## src/rtl/pfc_pkg.sv

```systemverilog
// Shared types, constants and helper functions for the Playfair digraph cipher.
// Depends on nothing; included first in compilation order.
package pfc_pkg;

  localparam int GRID_SIDE  = 5;
  localparam int GRID_CELLS = GRID_SIDE * GRID_SIDE;
  localparam int LETTER_W   = 5;
  localparam int CELL_IDX_W = $clog2(GRID_CELLS);
  localparam int COORD_W    = 3;
  localparam int REG_W      = 60;
  localparam int LOW_CELLS  = 12;

  localparam logic [LETTER_W-1:0] LETTER_I = 5'd8;
  localparam logic [LETTER_W-1:0] LETTER_J = 5'd9;
  localparam logic [LETTER_W-1:0] LETTER_X = 5'd23;

  localparam logic OP_ENCRYPT = 1'b0;
  localparam logic OP_DECRYPT = 1'b1;

  localparam logic [1:0] REG_CELLS_LOW = 2'd0;
  localparam logic [1:0] REG_CELLS_MID = 2'd1;
  localparam logic [1:0] REG_CELL_LAST = 2'd2;

  localparam logic [COORD_W-1:0] COORD_LAST = COORD_W'(GRID_SIDE - 1);

  typedef struct packed {
    logic                operation;
    logic [LETTER_W-1:0] letter_first;
    logic [LETTER_W-1:0] letter_second;
  } pair_req_t;

  typedef struct packed {
    logic [LETTER_W-1:0] result_first;
    logic [LETTER_W-1:0] result_second;
    logic                filler_used;
  } pair_rsp_t;

  typedef struct packed {
    logic [COORD_W-1:0] row;
    logic [COORD_W-1:0] col;
  } grid_pos_t;

  // First matching cell in row-major order; no match gives row 0, column 0.
  function automatic grid_pos_t lowest_hit(input logic [GRID_CELLS-1:0] hits);
    grid_pos_t pos;
    pos = '0;
    for (int r = GRID_SIDE - 1; r >= 0; r--) begin
      for (int c = GRID_SIDE - 1; c >= 0; c--) begin
        if (hits[r * GRID_SIDE + c]) begin
          pos.row = COORD_W'(r);
          pos.col = COORD_W'(c);
        end
      end
    end
    return pos;
  endfunction

  // One step along a row or column with wrap-around; backwards on decrypt.
  function automatic logic [COORD_W-1:0] wrap_step(input logic [COORD_W-1:0] v,
                                                   input logic backwards);
    logic [COORD_W-1:0] r;
    if (backwards) begin
      r = (v == '0) ? COORD_LAST : v - COORD_W'(1);
    end else begin
      r = (v == COORD_LAST) ? '0 : v + COORD_W'(1);
    end
    return r;
  endfunction

  // Row-major cell index of a grid position.
  function automatic logic [CELL_IDX_W-1:0] cell_index(input grid_pos_t pos);
    return CELL_IDX_W'(pos.row * GRID_SIDE + pos.col);
  endfunction

endpackage

```

## src/rtl/playfair_digraph_cipher.sv

```systemverilog
// Top level of the Playfair digraph cipher: key square registers and a three-stage pipeline.
// Depends on pfc_pkg for the transaction structs, constants and helper functions.
//
// Each request transaction carries one letter pair and an encrypt or decrypt selector; each
// yields exactly one response transaction with the transformed pair and a flag that is set when
// an encrypted doubled pair had its second letter replaced by x. Letter j is treated as i. The
// 5x5 key square is loaded through the write port as three registers (cells 0 to 11, cells 12
// to 23, and cell 24, five bits per cell in row-major order) and must only be written while no
// transaction is in flight. The pipeline has three register stages: letter compare against all
// 25 cells, position encoding, then rule selection and cell look-up into the response register.
// A response is presented from the response register once its request has passed the compare
// and encode stages, and a new pair can be accepted on every clock cycle while req_stall is low;
// the request stall is only raised when all three stages are full and the response side is stalling.
module playfair_digraph_cipher (
  input  logic                    clk,
  input  logic                    rst,
  input  logic                    cfg_write,
  input  logic [1:0]              cfg_index,
  input  logic [pfc_pkg::REG_W-1:0] cfg_data,
  input  logic                    req_valid,
  output logic                    req_stall,
  input  pfc_pkg::pair_req_t      req,
  output logic                    rsp_valid,
  input  logic                    rsp_stall,
  output pfc_pkg::pair_rsp_t      rsp
);

  // Key square registers, as written by software.
  logic [pfc_pkg::REG_W-1:0]    sq_low;
  logic [pfc_pkg::REG_W-1:0]    sq_mid;
  logic [pfc_pkg::LETTER_W-1:0] sq_last;

  logic [pfc_pkg::LETTER_W-1:0] cells [pfc_pkg::GRID_CELLS];

  // Stage 1: match vectors. Stage 2: grid positions. Stage 3: the response register.
  logic                           v1, v2, v3;
  logic                           op1, op2;
  logic                           fill1, fill2;
  logic [pfc_pkg::GRID_CELLS-1:0] hits_a1, hits_b1;
  pfc_pkg::grid_pos_t             pos_a2, pos_b2;

  logic rdy1, rdy2, rdy3;

  logic [pfc_pkg::LETTER_W-1:0]   let_a, let_b, let_b_fixed;
  logic                           filler;
  logic [pfc_pkg::GRID_CELLS-1:0] hits_a, hits_b;

  pfc_pkg::grid_pos_t             tgt_a, tgt_b;
  logic [pfc_pkg::CELL_IDX_W-1:0] idx_a, idx_b;
  pfc_pkg::pair_rsp_t             rsp_next;

  // A stage may take new contents when it is empty or its contents move on this cycle.
  assign rdy3      = !v3 || !rsp_stall;
  assign rdy2      = !v2 || rdy3;
  assign rdy1      = !v1 || rdy2;
  assign req_stall = !rdy1;
  assign rsp_valid = v3;

  // Configuration writes. An index with no register behind it is ignored.
  always_ff @(posedge clk) begin
    if (rst) begin
      sq_low  <= '0;
      sq_mid  <= '0;
      sq_last <= '0;
    end else if (cfg_write) begin
      case (cfg_index)
        pfc_pkg::REG_CELLS_LOW: sq_low  <= cfg_data;
        pfc_pkg::REG_CELLS_MID: sq_mid  <= cfg_data;
        pfc_pkg::REG_CELL_LAST: sq_last <= cfg_data[pfc_pkg::LETTER_W-1:0];
        default: ;
      endcase
    end
  end

  // Unpack the square into one letter per cell.
  always_comb begin
    for (int k = 0; k < pfc_pkg::LOW_CELLS; k++) begin
      cells[k]                     = sq_low[k*pfc_pkg::LETTER_W +: pfc_pkg::LETTER_W];
      cells[k + pfc_pkg::LOW_CELLS] = sq_mid[k*pfc_pkg::LETTER_W +: pfc_pkg::LETTER_W];
    end
    cells[pfc_pkg::GRID_CELLS-1] = sq_last;
  end

  // Stage 1 logic: fold j onto i, insert the x filler for a doubled pair on encryption, then
  // compare both letters against every cell of the square in parallel.
  always_comb begin
    let_a       = (req.letter_first  == pfc_pkg::LETTER_J) ? pfc_pkg::LETTER_I : req.letter_first;
    let_b       = (req.letter_second == pfc_pkg::LETTER_J) ? pfc_pkg::LETTER_I : req.letter_second;
    filler      = (req.operation == pfc_pkg::OP_ENCRYPT) && (let_a == let_b);
    let_b_fixed = filler ? pfc_pkg::LETTER_X : let_b;
    for (int k = 0; k < pfc_pkg::GRID_CELLS; k++) begin
      hits_a[k] = (cells[k] == let_a);
      hits_b[k] = (cells[k] == let_b_fixed);
    end
  end

  // Stage 3 logic: apply the same-row, same-column or rectangle rule, then read the cells.
  always_comb begin
    if (pos_a2.row == pos_b2.row) begin
      tgt_a = '{row: pos_a2.row, col: pfc_pkg::wrap_step(pos_a2.col, op2)};
      tgt_b = '{row: pos_b2.row, col: pfc_pkg::wrap_step(pos_b2.col, op2)};
    end else if (pos_a2.col == pos_b2.col) begin
      tgt_a = '{row: pfc_pkg::wrap_step(pos_a2.row, op2), col: pos_a2.col};
      tgt_b = '{row: pfc_pkg::wrap_step(pos_b2.row, op2), col: pos_b2.col};
    end else begin
      tgt_a = '{row: pos_a2.row, col: pos_b2.col};
      tgt_b = '{row: pos_b2.row, col: pos_a2.col};
    end
    idx_a                  = pfc_pkg::cell_index(tgt_a);
    idx_b                  = pfc_pkg::cell_index(tgt_b);
    rsp_next.result_first  = cells[idx_a];
    rsp_next.result_second = cells[idx_b];
    rsp_next.filler_used   = fill2;
  end

  // Pipeline valid bits.
  always_ff @(posedge clk) begin
    if (rst) begin
      v1 <= 1'b0;
      v2 <= 1'b0;
      v3 <= 1'b0;
    end else begin
      if (rdy1) begin
        v1 <= req_valid;
      end
      if (rdy2) begin
        v2 <= v1;
      end
      if (rdy3) begin
        v3 <= v2;
      end
    end
  end

  // Pipeline payload; loaded only when a stage takes a valid item.
  always_ff @(posedge clk) begin
    if (rdy1 && req_valid) begin
      op1     <= req.operation;
      fill1   <= filler;
      hits_a1 <= hits_a;
      hits_b1 <= hits_b;
    end
    if (rdy2 && v1) begin
      op2    <= op1;
      fill2  <= fill1;
      pos_a2 <= pfc_pkg::lowest_hit(hits_a1);
      pos_b2 <= pfc_pkg::lowest_hit(hits_b1);
    end
    if (rdy3 && v2) begin
      rsp <= rsp_next;
    end
  end

`ifndef SYNTH
  // Positions out of the encoder always lie inside the grid.
  a_pos_in_grid: assert property (@(posedge clk) disable iff (rst)
    v2 |-> (pos_a2.row < pfc_pkg::GRID_SIDE) && (pos_a2.col < pfc_pkg::GRID_SIDE) &&
           (pos_b2.row < pfc_pkg::GRID_SIDE) && (pos_b2.col < pfc_pkg::GRID_SIDE))
    else $error("grid position out of range");

  // The filler is only ever inserted on encryption.
  a_filler_encrypt: assert property (@(posedge clk) disable iff (rst)
    (v2 && fill2) |-> (op2 == pfc_pkg::OP_ENCRYPT))
    else $error("filler flagged on a decrypt transaction");

  // An empty first stage never stalls the request side.
  a_no_false_stall: assert property (@(posedge clk) disable iff (rst)
    !v1 |-> !req_stall)
    else $error("request stalled with an empty first stage");

  // A held response is not dropped by the pipeline behind it.
  a_rsp_kept: assert property (@(posedge clk) disable iff (rst)
    (v3 && rsp_stall && v2) |=> (v3 && v2))
    else $error("pipeline item lost under stall");
`endif

endmodule

```

## config.mk

```make
export PLATFORM = sky130hd
export DESIGN_NAME = playfair_digraph_cipher
export DESIGN_NICKNAME = d
export VERILOG_FILES = /design/src/rtl/pfc_pkg.sv /design/src/rtl/playfair_digraph_cipher.sv
export SDC_FILE = /design/constraint.sdc
export NUM_CORES = 1
export LEC_CHECK = 0
export CAP_MARGIN = 20
export CORE_MARGIN = 2
export CORE_UTILIZATION = 47
export DETAILED_ROUTE_END_ITERATION = 8
export DONT_BUFFER_PORTS = 1
export PLACE_DENSITY = 0.6
export SLEW_MARGIN = 30
export SYNTH_ARGS = -nofsm -noshare
export SYNTH_HDL_FRONTEND = slang
export SYNTH_SLANG_ARGS = --single-unit
```

## constraint.sdc

```tcl
create_clock -name clk -period 9.6 [get_ports clk]
set_input_delay 0.48 -clock clk [delete_from_list [all_inputs] [get_ports clk]]
set_output_delay 0.48 -clock clk [all_outputs]
set_load 0.02 [all_outputs]
```

==> impl_metrics.csv, run 1 <==
group,metric,value,unit
layout,finalNetCount,1481,
logic_synthesis,ys_top_cells_by_count,"249 x nand2_1, 209 x xnor2_1, 151 x a21oi_1",
power,peakVddDrop,121,uV
global_route,met2_usage,0.402,
logic_synthesis,synth-edff-count,77,
drt,wl_per_cell,22.6,um
drt,viasPerCell,5.97,
drt,vias,10532,
timing,worst_slew_pin_slew,0.998,ns
timing,finalSetupTns,0,ns
logic_synthesis,synth_area,13400,sq um
layout,fill_cells,2617,
drt,drc,0,
global_route,grt_pass1_vias,9964,
timing,setup_viol,0,
drt,firstDrtPassIters,5,
timing,min_period_over_period,0.483,
clock_tree,cts_buffers,24,
setup_path,cp-end-kind,"register",
logic_synthesis,yosys.area_share.adder,0.0328,
clock_tree,cts_root_buf,"clkbuf_16",
hold_path,worstHoldStart,"rst",
logic_synthesis,avgSynthCellArea,9.50,sq um
clock_tree,clock_latency,0.53,ns
die,coreArea,27900,sq um
setup_path,r2r_start,"pos_b2[5]",
die,io_pins,91,
logic_synthesis,yosysWarnings,0,
timing,finalHoldViolCount,0,
drt,ant_nets,0,
global_route,grt_use_met1,0.361,
global_route,met3_usage,0.0646,
setup_path,cp_max_fo,16,
logic_synthesis,synth_top_family_by_area,"XOR/XNOR gates",
logic_synthesis,synthSimpleGateAreaFrac,0.159,
placement,hpwl,28800,um
setup_path,critPathKind,"register to register",
die,rows,61,
clock_tree,cts_setup_buffers,0,
logic_synthesis,yosysTopAreaCell,"dfxtp_1",
die,die_h,173,um
layout,drive_gt1_frac,0.121,
clock_tree,clk_pin_slew_worst_paths,0.06,ns
clock_tree,cts_tree,"yes",
drt,drt_iter0_drc,857,
power,p_leak,4.85,nW
run,drv_cap,0,
timing,grt_setup_unrepaired,"no",
layout,area_growth_syn_to_layout,7.96,%
logic_synthesis,muxShareOfSynthArea,0.126,
global_route,antenna_found_initial,0,
logic_synthesis,synth_most_common_cell,"nand2_1",
setup_path,required,9.87,ns
timing,slew_headroom,0.330,
logic_synthesis,synth-seq-cells,205,
die,die_w,173,um
die,start_util,0.481,
clock_tree,max-clock-path-buffers,3,
clock_tree,ctsResizeCount,0,
logic_synthesis,synth_compound_area_frac,0.108,
logic_synthesis,synth_top_area_share,0.191,
die,fp.dieArea,30000,sq um
run_status,status,"finished, final reports clean",
logic_synthesis,synth_cell_types,52,
global_route,grt_pass1_wl,61100,um
setup_path,startpoint,"pos_b2[5]",
placement,place.gp.congestion,0.943,
global_route,overflow,0,
placement,io_buffer_count,0,
clock_tree,h-tree-depth,1,
logic_synthesis,synth_xor_area_frac,0.176,
setup_path,critPathLaunchType,"register",
global_route,grt_max_degree,129,
placement,pre_cts_ws,5.04,ns
logic_synthesis,ys_seq_area_frac,0.363,
global_route,grt.busiest_layer,"met2",
logic_synthesis,synth_cells,1414,
clock_tree,clkSinkCount,205,
logic_synthesis,ys.flop_type,"dfxtp_1",
logic_synthesis,ys_async_sr_fraction,0,
power,power_density,164,nW/um^2
logic_synthesis,syn-num-nets,1526,
timing,fin_skew,0.0203,ns
timing,max_freq,216,MHz
timing,fin_crit,4.63,ns
logic_synthesis,ys_top_cells_by_area,"dfxtp_1 19%, edfxtp_1 17%, xnor2_1 14%",
global_route,grt.total_usage,0.264,
hold_path,hold_path_class,"input port to register",
setup_path,cp.arrival,4.91,ns
layout,antenna_cells,0,
timing,maxSlewViolCount,0,
timing,setup_slack,4.97,ns
drt,routed_wl,39900,um
clock_tree,holdBufCountCts,0,
## kinds of logic after synthesis
group	count (synthesis)
AO/OA/AOI/OAI	235
XOR/XNOR	270
adder cells (fa/ha/maj)	34
buffers and inverters	111
flip-flops	205
multiplexers	92
AND/OR/NAND/NOR	467
## power by group
part / total [mW] / leakage [nW] / switching, mW / internal (mW)
sequential: 0.998 / 1.81 / 0.0577 / 0.940
combinational: 0.454 / 2.63 / 0.252 / 0.203
clock: 0.920 / 0.404 / 0.367 / 0.553
## layout make-up
cell class | instances | area [sq um] | area share
well taps | 378 | 473 | 0.0326
multi-input cells | 1098 | 8130 | 0.560
clock buffers | 37 | 773 | 0.0533
repair buffers | 18 | 135 | 0.00932
inverters | 22 | 82.6 | 0.00569
flip-flops and latches | 205 | 4870 | 0.336
clock inverters | 7 | 40.0 | 0.00276
## path summary, 6_finish.rpt
check / to / depth (start not counted) / slack (ns)
max: rsp[3] / 12 / 4.97
min reg2reg: rsp[0] / 0 / 0.42
min: sq_low[12] / 1 / 0.03
max reg2reg: rsp[3] / 12 / 4.97
## flip-flops by register name, indices dropped and copies added (netlist names)
| signal | flops |
|---|---|
| pos_b2 | 6 |
| sq_low | 60 |
| sq_mid | 60 |
| v2 | 1 |
| pos_a2 | 6 |
| fill2 | 1 |
| op1 | 1 |
| rsp | 11 |
| v1 | 1 |
| hits_b1 | 25 |
| sq_last | 5 |
| op2 | 1 |
| hits_a1 | 25 |
| fill1 | 1 |
| rsp_valid | 1 |
## worst max-delay path: stages, from the launching register on
cell and delay [ns]:
edfxtp_1 0.48, xor2_1 0.20, nor3_1 0.06, buf_4 0.18
nor3_1 0.61, o211ai_1 0.17, o21ai_0 0.18, ha_1 0.30
ha_1 0.22, fa_1 0.50, xor2_2 0.61, mux4_2 0.58
mux2_2 0.27
## layer usage
metal | part of all wire | wire length, um
met4 | 0.040 | 1600
met5 | 0 | 0
met2 | 0.44 | 17600
met1 | 0.42 | 16900
met3 | 0.095 | 3780
## stage by stage
stage	power [mW]	hold slack, ns	area, sq um	std cells	util
detailed placement	1.47	0.405	13700	1721	0.490
floorplan	1.37	0.400	13400	1414	-
finish	2.37	0.0295	14500	1765	0.519
global placement	1.45	0.405	13700	1721	0.489
global route	2.46	0.0148	14500	1765	0.519
CTS	2.38	0.0146	14500	1765	0.519
## cell usage in the layout, fill, tap and decap left out, types with 21 or more instances in the layout
master / Yosys / final
nor3_2: 21 / 21
clkbuf_16: 0 / 26
ha_1: 32 / 30
xnor2_1: 209 / 208
inv_1: 22 / 22
dfxtp_1: 128 / 128
nor2_1: 80 / 79
nand3_1: 30 / 30
xor2_1: 61 / 59
mux4_2: 60 / 60
a21oi_1: 151 / 151
edfxtp_1: 77 / 77
nand4_1: 25 / 25
nand2_1: 249 / 249
Power figures use the tool's default switching activity.
==> run 2: changes to the inputs <==
Settings changed: ABC_AREA set to 1, PLACE_DENSITY 0.6 to 0.62.
Clock period 9.6 ns to 3.8 ns, I/O delays scaled along.
==> run 2 against run 1 <==
Net effect: synthesized area up 3.1%; clock power rose to 2.6 times the previous value; combinational power rose to 5.0 times the previous value; largest power group unchanged.
==> impl_metrics.csv, run 2 <==
group,metric,value,unit
logic_synthesis,synth-edff-count,77,
layout,mostFrequentLayoutCell,"nand2_1",
die,rows,62,
layout,reg.largest.list,"sq_low: 60 flops, sq_mid: 60 flops",
run,drv_cap,0,
power,pwr-share-seq,0.357,
clock_tree,clkSinkCount,205,
global_route,grt_use_met1,0.475,
logic_synthesis,synth_top_area_share,0.185,
power,total_power,7.22,mW
timing,max_freq,276,MHz
power,p_int,4.67,mW
layout,finalNetCount,2013,
global_route,grt_pass1_wl,79100,um
drt,ant_nets,0,
power,p_switching,2.55,mW
layout,drive_gt1_frac,0.0772,
power,clockPowerShare,0.331,
die,coreArea,28900,sq um
clock_tree,max-clock-path-buffers,3,
die,fp.dieArea,30900,sq um
logic_synthesis,synth_cells,1872,
logic_synthesis,yosysWarnings,0,
global_route,grt_pass1_vias,12762,
power,combPwrFrac,0.313,
clock_tree,cts_root_buf,"clkbuf_16",
logic_synthesis,ys_async_sr_fraction,0,
global_route,grt.busiest_layer,"met2",
placement,pre_cts_ws,0.0121,ns
timing,slew_headroom,0.309,
power,peakVddDrop,394,uV
timing,min_period_over_period,0.954,
global_route,antenna_found_initial,0,
timing,fin_skew,0.0261,ns
drt,firstDrtPassIters,6,
logic_synthesis,ys_seq_area_frac,0.352,
setup_path,critPathKind,"register to register",
timing,setup_slack,0.173,ns
clock_tree,clock_latency,0.55,ns
logic_synthesis,ys.flop_type,"dfxtp_1",
logic_synthesis,ys_top_cells_by_count,"276 x nand2_1, 163 x a21oi_1, 163 x nor2_1",
power,p_leak,6.18,nW
drt,routed_wl,53800,um
setup_path,cp.arrival,3.93,ns
placement,place.gp.congestion,0.986,
clock_tree,cts_tree,"yes",
setup_path,cp-end-kind,"register",
layout,antenna_cells,0,
power,switching_share,0.353,
run_status,status,"finished, final reports clean",
global_route,met2_usage,0.522,
clock_tree,cts_buffers,25,
die,die_h,176,um
timing,whs,0.0132,ns
timing,fin_crit,3.63,ns
timing,finalHoldViolCount,0,
logic_synthesis,synth-seq-cells,205,
logic_synthesis,yosysTopAreaCell,"dfxtp_1",
layout,final_core_util,0.553,
logic_synthesis,ys_top_cells_by_area,"dfxtp_1 19%, edfxtp_1 17%, nand2_1 7.5%",
layout,area_growth_syn_to_layout,15.3,%
placement,hpwl,38000,um
drt,viasPerCell,5.99,
logic_synthesis,avgSynthCellArea,7.40,sq um
die,die_w,176,um
placement,dp_cells,2178,
logic_synthesis,syn-num-nets,1984,
layout,fill_cells,2804,
global_route,grt_max_degree,129,
drt,drt_iter0_drc,1693,
global_route,overflow,0,
logic_synthesis,synth_area,13800,sq um
logic_synthesis,synth_most_common_cell,"nand2_1",
setup_path,required,4.10,ns
setup_path,cp_max_fo,6,
timing,setup_viol,0,
placement,io_buffer_count,0,
timing,worst_slew_pin_slew,1.02,ns
drt,wl_per_cell,23.4,um
die,io_pins,91,
global_route,met3_usage,0.0786,
layout,layout_common_cells,"276 x nand2_1, 162 x nor2_1, 161 x a21oi_1, 151 x inv_1, 146 x o21ai_0",
timing,maxSlewViolCount,0,
clock_tree,clk_pin_slew_worst_paths,0.06,ns
clock_tree,h-tree-depth,1,
drt,vias,13785,
setup_path,critPathLaunchType,"register",
hold_path,hold_path_class,"input port to register",
die,start_util,0.480,
global_route,grt.total_usage,0.343,
layout,final_cells,2302,
logic_synthesis,synth_cell_types,42,
power,power_density,452,nW/um^2
drt,drc,0,
run 2: logic make-up after synthesis:
kind of cell / synth area share
AO/OA/AOI/OAI: 0.190
XOR/XNOR: 0.114
adder cells (fa/ha/maj): 0.0318
buffers and inverters: 0.0840
flip-flops: 0.352
multiplexers: 0.000723
AND/OR/NAND/NOR: 0.228
run 2: stage by stage:
| step | area (sq um) | TNS (ns) |
|---|---|---|
| 5_1_grt | 16000 | -0.205 |
| 3_3_place_gp | 14300 | 0 |
| 2_1_floorplan | 13800 | 0 |
| 4_1_cts | 15800 | 0 |
| 3_5_place_dp | 14300 | 0 |
| 6_report | 16000 | 0 |
run 2: timing repair:
item	4_1_cts	5_1_grt
hold endpoints to repair	137	0
hold buffers	74	0
setup endpoints to repair	1	10
cloned	0	2
pin swaps	0	4
buffers inserted	0	4
resized for setup	1	27
run 2: path summary, 6_finish.rpt:
check	to	cells past startpoint	slack, ns	start
setup reg to reg	rsp[3]	18	0.17	pos_b2[3]
hold reg to reg	rsp[0]	0	0.42	fill2
setup / recovery	rsp[3]	18	0.17	pos_b2[3]
hold / removal	hits_a1[0]	2	0.01	req[9]
run 2: cell type report:
| class | instances | area (sq um) | share of cell area |
|---|---|---|---|
| inverters | 167 | 631 | 0.0395 |
| repair inverters | 1 | 5.00 | 0.000313 |
| repair buffers | 127 | 1230 | 0.0773 |
| clock buffers | 39 | 795 | 0.0498 |
| well taps | 384 | 480 | 0.0301 |
| multi-input cells | 1374 | 7920 | 0.496 |
| flip-flops and latches | 205 | 4870 | 0.305 |
| clock inverters | 5 | 28.8 | 0.00180 |
run 2: critical path, stage by stage (launching register included):
cell,delay (ns)
edfxtp_1,0.38
clkinv_1,0.12
ha_1,0.26
ha_1,0.19
nor2_1,0.11
nand2_1,0.07
o221ai_1,0.19
o21ai_2,0.13
inv_1,0.08
ha_1,0.23
ha_1,0.32
fa_1,0.41
xnor2_2,0.28
buf_6,0.20
nand3_1,0.13
nand3_1,0.11
nand2_1,0.05
inv_1,0.04
o21ai_1,0.06
run 2: power groups by stage:
stage / Clock [mW] / Combinational, mW / Sequential [mW]
finish: 2.39 / 2.26 / 2.57
global route: 2.48 / 2.44 / 2.58
CTS: 2.41 / 2.11 / 2.57
detailed placement: 0 / 2.00 / 2.61
global placement: 0 / 1.98 / 2.61
floorplan: 0 / 1.38 / 2.55
run 2: routing by layer:
| layer | vias up | part of all wire |
|---|---|---|
| met5 | - | 0 |
| met4 | 0 | 0.039 |
| met3 | 127 | 0.11 |
| met2 | 769 | 0.43 |
| met1 | 6437 | 0.41 |
| li1 | 6452 | - |
